File: config.mk
export PLATFORM = sky130hd
export DESIGN_NAME = lru_keyed_cache_directory
export DESIGN_NICKNAME = d
export VERILOG_FILES = /design/src/hw/rtl/cld_pkg.sv /design/src/hw/rtl/cld_keys.sv /design/src/hw/rtl/cld_age.sv /design/src/hw/rtl/lru_keyed_cache_directory.sv
export SDC_FILE = /design/constraint.sdc
export NUM_CORES = 2
export LEC_CHECK = 0
export BUFFER_PORTS_ARGS = -buffer_cell sky130_fd_sc_hd__buf_4
export CORE_UTILIZATION = 44
export CTS_BUF_LIST = sky130_fd_sc_hd__clkbuf_4 sky130_fd_sc_hd__clkbuf_8 sky130_fd_sc_hd__clkbuf_16
export DETAILED_ROUTE_END_ITERATION = 8
export SYNTH_ARGS = -nofsm -noshare
export SYNTH_HDL_FRONTEND = slang
export SYNTH_HIERARCHICAL = 1
export SYNTH_SLANG_ARGS = --single-unit
File: constraint.sdc
create_clock -name clk -period 11 [get_ports clk]
set_clock_uncertainty 0.15 [all_clocks]
set_input_delay 2.2 -clock clk [delete_from_list [all_inputs] [get_ports clk]]
set_output_delay 2.2 -clock clk [all_outputs]
set_load 0.01 [all_outputs]
File: src/hw/rtl/cld_pkg.sv
// Shared types and constants for the LRU keyed cache directory.
// No dependencies; imported by every module of the block.
package cld_pkg;

    // Fixed field widths of the stream payloads
    localparam int IN_DATA_W  = 64;
    localparam int SLOT_W     = 4;
    localparam int COUNT_W    = 32;
    localparam int OUT_DATA_W = 72;

    localparam logic [COUNT_W-1:0] COUNT_MAX = '1;

    // Recency update command from the top level to the age tracker
    typedef struct packed {
        logic en;     // touch a slot this cycle
        logic fresh;  // slot was empty, not yet on the recency order
    } cld_touch_t;

endpackage

File: src/hw/rtl/cld_keys.sv
// Key store and parallel key compare for the LRU keyed cache directory.
// Depends on cld_pkg.
module cld_keys #(
    parameter int ENTRIES   = 16,
    parameter int KEY_WIDTH = 64,
    localparam int IDX_W    = $clog2(ENTRIES),
    localparam int CNT_W    = $clog2(ENTRIES + 1)
) (
    input  logic                 clk,
    input  logic [KEY_WIDTH-1:0] lookup_key,
    input  logic [CNT_W-1:0]     fill_count,
    input  logic                 wr_en,
    input  logic [IDX_W-1:0]     wr_slot,
    output logic                 hit,
    output logic [IDX_W-1:0]     hit_slot
);
    import cld_pkg::*;

    logic [KEY_WIDTH-1:0] slot_keys_reg [ENTRIES];

    // Compare against filled slots only; lowest matching slot wins
    always_comb
    begin
        hit      = 1'b0;
        hit_slot = '0;
        for (int i = ENTRIES - 1; i >= 0; i--)
        begin
            if ((CNT_W'(i) < fill_count) && (slot_keys_reg[i] == lookup_key))
            begin
                hit      = 1'b1;
                hit_slot = IDX_W'(i);
            end
        end
    end

    // Key write on a miss, into the filled or evicted slot
    always_ff @(posedge clk)
    begin
        if (wr_en)
        begin
            slot_keys_reg[wr_slot] <= lookup_key;
        end
    end

endmodule

File: src/hw/rtl/cld_age.sv
// Recency tracker: one age rank per slot, 0 is most recent.
// Depends on cld_pkg (cld_touch_t).
module cld_age #(
    parameter int ENTRIES = 16,
    localparam int IDX_W  = $clog2(ENTRIES),
    localparam int CNT_W  = $clog2(ENTRIES + 1)
) (
    input  logic                clk,
    input  logic                rst_n,
    input  cld_pkg::cld_touch_t touch,
    input  logic [IDX_W-1:0]    touch_slot,
    input  logic [CNT_W-1:0]    fill_count,
    output logic [IDX_W-1:0]    victim,
    output logic                victim_found
);
    import cld_pkg::*;

    logic [IDX_W-1:0] age_reg  [ENTRIES];
    logic [IDX_W-1:0] age_next [ENTRIES];
    logic [IDX_W-1:0] ref_age;
    logic [ENTRIES-1:0] filled;

    // Filled mask and age of the touched slot
    always_comb
    begin
        ref_age = '0;
        for (int i = 0; i < ENTRIES; i++)
        begin
            filled[i] = (CNT_W'(i) < fill_count);
            if (touch_slot == IDX_W'(i))
            begin
                ref_age = age_reg[i];
            end
        end
    end

    // Touched slot becomes youngest; filled slots younger than it (all if fresh) age by one
    always_comb
    begin
        for (int i = 0; i < ENTRIES; i++)
        begin
            age_next[i] = age_reg[i];
            if (touch.en)
            begin
                if (touch_slot == IDX_W'(i))
                begin
                    age_next[i] = '0;
                end
                else if (filled[i] && (touch.fresh || (age_reg[i] < ref_age)))
                begin
                    age_next[i] = age_reg[i] + 1'b1;
                end
            end
        end
    end

    // Least recent slot: the one holding the oldest rank when full
    always_comb
    begin
        victim       = '0;
        victim_found = 1'b0;
        for (int i = 0; i < ENTRIES; i++)
        begin
            if (filled[i] && (age_reg[i] == IDX_W'(ENTRIES - 1)))
            begin
                victim       = IDX_W'(i);
                victim_found = 1'b1;
            end
        end
    end

    always_ff @(posedge clk or negedge rst_n)
    begin
        if (!rst_n)
        begin
            for (int i = 0; i < ENTRIES; i++)
            begin
                age_reg[i] <= '0;
            end
        end
        else
        begin
            for (int i = 0; i < ENTRIES; i++)
            begin
                age_reg[i] <= age_next[i];
            end
        end
    end

endmodule

File: src/hw/rtl/lru_keyed_cache_directory.sv
// Top level of the LRU keyed cache directory: input register, lookup and
// replacement decision, counters and result register. Depends on cld_pkg,
// cld_keys and cld_age.
//
//  channel | dir | payload (tdata, low bit first)
//  s_*     | in  | lookup_key[63:0]
//  m_*     | out | was_hit, slot_index[3:0], evicted, hit_total[31:0], miss_total[31:0]
//
// One item per cycle sustained while m_tready stays high; a result passes the input
// register and then the result register before its output transfer.
// The whole key compare, age update and counter update sit in one stage.
// Reset empties the directory at once and clears both counters.
// A stall on m_tready holds the result; the input register then holds one
// more item and s_tready drops until the result is taken.
module lru_keyed_cache_directory #(
    parameter int ENTRIES   = 16,
    parameter int KEY_WIDTH = 64
) (
    input  logic                             clk,
    input  logic                             rst_n,
    input  logic                             s_tvalid,
    output logic                             s_tready,
    input  logic [cld_pkg::IN_DATA_W-1:0]    s_tdata,   // lookup_key[63:0]
    output logic                             m_tvalid,
    input  logic                             m_tready,
    // was_hit[0], slot_index[4:1], evicted[5], hit_total[37:6], miss_total[69:38]
    output logic [cld_pkg::OUT_DATA_W-1:0]   m_tdata
);
    import cld_pkg::*;

    localparam int IDX_W = $clog2(ENTRIES);
    localparam int CNT_W = $clog2(ENTRIES + 1);
    localparam int PAD_W = OUT_DATA_W - (2 + SLOT_W + 2 * COUNT_W);

    logic                 in_valid_reg;
    logic [KEY_WIDTH-1:0] key_reg;
    logic [CNT_W-1:0]     fill_count_reg, fill_count_next;
    logic [COUNT_W-1:0]   hit_cnt_reg, hit_cnt_next;
    logic [COUNT_W-1:0]   miss_cnt_reg, miss_cnt_next;

    logic                 out_valid_reg;
    logic                 out_hit_reg;
    logic [SLOT_W-1:0]    out_slot_reg;
    logic                 out_evict_reg;
    logic [COUNT_W-1:0]   out_hit_cnt_reg;
    logic [COUNT_W-1:0]   out_miss_cnt_reg;

    logic                 advance;
    logic                 hit;
    logic [IDX_W-1:0]     hit_slot;
    logic [IDX_W-1:0]     victim;
    logic                 victim_found;
    logic                 full;
    logic                 evict;
    logic [IDX_W-1:0]     slot_sel;
    logic [IDX_W+SLOT_W-1:0] slot_wide;
    cld_touch_t           touch;

    // Handshake: stage moves when the result register is free or drains
    assign advance  = in_valid_reg && (!out_valid_reg || m_tready);
    assign s_tready = !in_valid_reg || advance;

    cld_keys #(
        .ENTRIES   (ENTRIES),
        .KEY_WIDTH (KEY_WIDTH)
    ) u_keys (
        .clk        (clk),
        .lookup_key (key_reg),
        .fill_count (fill_count_reg),
        .wr_en      (advance && !hit),
        .wr_slot    (slot_sel),
        .hit        (hit),
        .hit_slot   (hit_slot)
    );

    cld_age #(
        .ENTRIES (ENTRIES)
    ) u_age (
        .clk          (clk),
        .rst_n        (rst_n),
        .touch        (touch),
        .touch_slot   (slot_sel),
        .fill_count   (fill_count_reg),
        .victim       (victim),
        .victim_found (victim_found)
    );

    // Slot choice: hit slot, next empty slot, or least recent slot
    always_comb
    begin
        full  = (fill_count_reg == CNT_W'(ENTRIES));
        evict = !hit && full;
        if (hit)
        begin
            slot_sel = hit_slot;
        end
        else if (full)
        begin
            slot_sel = victim;
        end
        else
        begin
            slot_sel = fill_count_reg[IDX_W-1:0];
        end
        touch.en    = advance;
        touch.fresh = !hit && !full;
        slot_wide   = {{SLOT_W{1'b0}}, slot_sel};
    end

    // Fill count and saturating counters
    always_comb
    begin
        fill_count_next = fill_count_reg;
        hit_cnt_next    = hit_cnt_reg;
        miss_cnt_next   = miss_cnt_reg;
        if (advance)
        begin
            if (hit)
            begin
                if (hit_cnt_reg != COUNT_MAX)
                begin
                    hit_cnt_next = hit_cnt_reg + 1'b1;
                end
            end
            else
            begin
                if (miss_cnt_reg != COUNT_MAX)
                begin
                    miss_cnt_next = miss_cnt_reg + 1'b1;
                end
                if (!full)
                begin
                    fill_count_next = fill_count_reg + 1'b1;
                end
            end
        end
    end

    // Control state
    always_ff @(posedge clk or negedge rst_n)
    begin
        if (!rst_n)
        begin
            in_valid_reg   <= 1'b0;
            out_valid_reg  <= 1'b0;
            fill_count_reg <= '0;
            hit_cnt_reg    <= '0;
            miss_cnt_reg   <= '0;
        end
        else
        begin
            if (s_tready)
            begin
                in_valid_reg <= s_tvalid;
            end
            if (advance)
            begin
                out_valid_reg <= 1'b1;
            end
            else if (m_tready)
            begin
                out_valid_reg <= 1'b0;
            end
            fill_count_reg <= fill_count_next;
            hit_cnt_reg    <= hit_cnt_next;
            miss_cnt_reg   <= miss_cnt_next;
        end
    end

    // Payload registers
    always_ff @(posedge clk)
    begin
        if (s_tready && s_tvalid)
        begin
            key_reg <= s_tdata[KEY_WIDTH-1:0];
        end
        if (advance)
        begin
            out_hit_reg      <= hit;
            out_slot_reg     <= slot_wide[SLOT_W-1:0];
            out_evict_reg    <= evict;
            out_hit_cnt_reg  <= hit_cnt_next;
            out_miss_cnt_reg <= miss_cnt_next;
        end
    end

    assign m_tvalid = out_valid_reg;
    assign m_tdata  = {{PAD_W{1'b0}}, out_miss_cnt_reg, out_hit_cnt_reg,
                       out_evict_reg, out_slot_reg, out_hit_reg};

    // Checks
    a_fill_bound: assert property (@(posedge clk) disable iff (!rst_n)
        fill_count_reg <= CNT_W'(ENTRIES))
        else $error("fill count beyond entry count");

    a_victim_when_full: assert property (@(posedge clk) disable iff (!rst_n)
        full |-> victim_found)
        else $error("full directory without a least recent slot");

    a_no_hit_empty: assert property (@(posedge clk) disable iff (!rst_n)
        (fill_count_reg == '0) |-> !hit)
        else $error("hit reported on an empty directory");

    a_miss_count: assert property (@(posedge clk) disable iff (!rst_n)
        (advance && !hit && (miss_cnt_reg != COUNT_MAX))
        |=> (miss_cnt_reg == $past(miss_cnt_reg) + 1'b1))
        else $error("miss counter did not advance on a miss");

    a_result_loaded: assert property (@(posedge clk) disable iff (!rst_n)
        advance |=> (out_valid_reg && (out_hit_reg || (out_miss_cnt_reg != '0))))
        else $error("processed item left no result");

endmodule
==> summary.txt <==
Most common cell after layout, fill and taps aside - edfxtp_1
Die Footprint - 0.130 mm2
CTS Sinks - 1293
Final Max Tran Viols - 0
Min cycle time layout - 8.84 ns
Die height - 360 um
CP max-delay cell - nor4_1
Site Rows - 131
Hold_sp - miss_cnt_reg[5]$_DFF_PN0_
YS warnings - 6
Reg2Reg Depth - 28
Total gr overflow - 0
WL/cell - 27.6 um
TritonCTS clock tree - done
Critical path peak fanout - 39
Die Wd - 360 um
Initial drt markers - 3396
Worst EP required - 11.49 ns
Setup TNS - 0 ns
Endpoints failing hold - 0
Max cap viols - 0
CP max stage delay - 0.91 ns
Worst Hold Class - reg -> reg
Htree depth - 4
GPL Wtd Cong - 0.890
Area grow syn2layout - 14.7%
CP endpoint - u_age/age_reg[29]$_DFFE_PN0P_
Post-Syn Area - 0.0565 mm2
Worst flop-to-flop path endpoint - u_age/age_reg[29]$_DFFE_PN0P_
Worst Setup SP - key_reg[8]$_DFFE_PP_
Fill count - 10600
Initial antenna violation count - 5
# DRC - 0
Rel. slew slack - 12.9%
Critical path's most frequent cell - nand2_1
Max reg flops - 1024
CTS Hold Bufs - 0
Post-route setup slack - 2.16 ns
ANT cells - 0
Layout cell share with drive strength beyond 1 - 13.9%
Vias in the first global route - 32300
Via density per instance - 5.71
PwrDens - 213 mW/mm2
RSZ-0062 raised after global routing - no
Routed vias - 33600
Port Buf Inserts - 139
Remaining antenna violation count - 0
Crit. End Element - flop
Worst-path clk slew - 0.06 ns
Worst skew pair latency - 0.78 ns
Drt first pass iters - 8
Cell count of the worst hold path - 1
Final Setup Violations - 0
Share of the clock period used by the worst path - 80.4%
CTS Root Cell - clkbuf_16
CTS Buf Count - 140
Fmax - 0.113 GHz
Post-CTS Setup Repair Bufs - 0
Startpoint Class - flop
Post_cts resized - 0
Place WS - 2.39 ns
First-pass GRT wire length - 233000 um
Crit path DAT - 9.33 ns
R2R Setup Slk - 2.16 ns
Most frequent cells in the layout - edfxtp_1, xor2_1, xnor2_1
Crit Path Class - reg -> reg
DP HPWL - 104000 um
Area of the core - 0.127 mm2
Initial Util - 44.3%
Final wirelength - 162000 um
Mapped Avg Cell Area - 14.7 um2
Worst VDD drop - 0.167 mV
Layout Nets - 4234
GRT Total Usage - 24.9%
Clk buf depth - 3
Largest net degree at the start of global routing - 76
Static leakage - 22.3 nW
Worst slew pin tran - 1.29 ns
Storage cell area - 0.0382 mm2
Multi-input gate area - 0.0173 mm2
Outcome - finished clean
R2r startpoint - key_reg[8]$_DFFE_PP_
Ports - 142
Syn Inst Count - 3834
## metrics by stage
step | instance area (um2) | instances | hold slack (ns) | utilization (%) | total power, mW
after floorplan | 56500 | 3835 | 0.304 | - | 8.15
after global placement | 60100 | 5618 | 0.333 | 47.2 | 9.14
after detailed placement | 60100 | 5618 | 0.324 | 47.2 | 9.18
after CTS | 64700 | 5874 | 0.345 | 50.8 | 13.9
after global routing | 64700 | 5874 | 0.371 | 50.8 | 14.4
final | 64700 | 5874 | 0.348 | 50.8 | 13.8
## routing by layer
metal | vias to the layer above | track usage [%] | part of all wire (%)
li1 | 14800 | - | -
met1 | 17200 | 35.3 | 44
met2 | 1348 | 39.9 | 47
met3 | 209 | 3.45 | 6.6
met4 | 0 | 7.40 | 2.6
met5 | - | 0 | 0
## report_power, final
part           switching [mW]  internal, mW  total (mW)
clock network            1.96          2.76        4.72
logic                    1.80          1.05        2.85
registers               0.367          5.88        6.25
total                    4.13          9.69        13.8
## final cells by class
cell class                      count  area share [%]
Clock buffer                      182            6.07
Clock inverter                     74            1.10
Inverter                           97           0.563
Multi-Input combinational cell   2282            26.7
Sequential cell                  1293            58.9
Tap cell                         1662            3.21
Timing Repair Buffer              284            3.40
## worst min-delay path by stage
stage	end	slack, ns
finish	miss_cnt_reg[5]$_DFF_PN0_	0.35
floorplan	miss_cnt_reg[27]$_DFF_PN0_	0.30
CTS	miss_cnt_reg[5]$_DFF_PN0_	0.35
detailed placement	miss_cnt_reg[5]$_DFF_PN0_	0.32
global route	hit_cnt_reg[31]$_DFF_PN0_	0.37
global placement	miss_cnt_reg[5]$_DFF_PN0_	0.33
## worst max-delay path: cells and delay by family (launching register included)
family                   cells  cell delay (ns)
AND/OR/NAND/NOR             14             4.31
XOR/XNOR                     1             0.16
buffers and inverters        3             1.30
AO/OA/AOI/OAI                9             1.80
flip-flops                   1             0.62
adder cells (fa/ha/maj)      1             0.28
No activity file was read; power rests on OpenSTA's default activity.
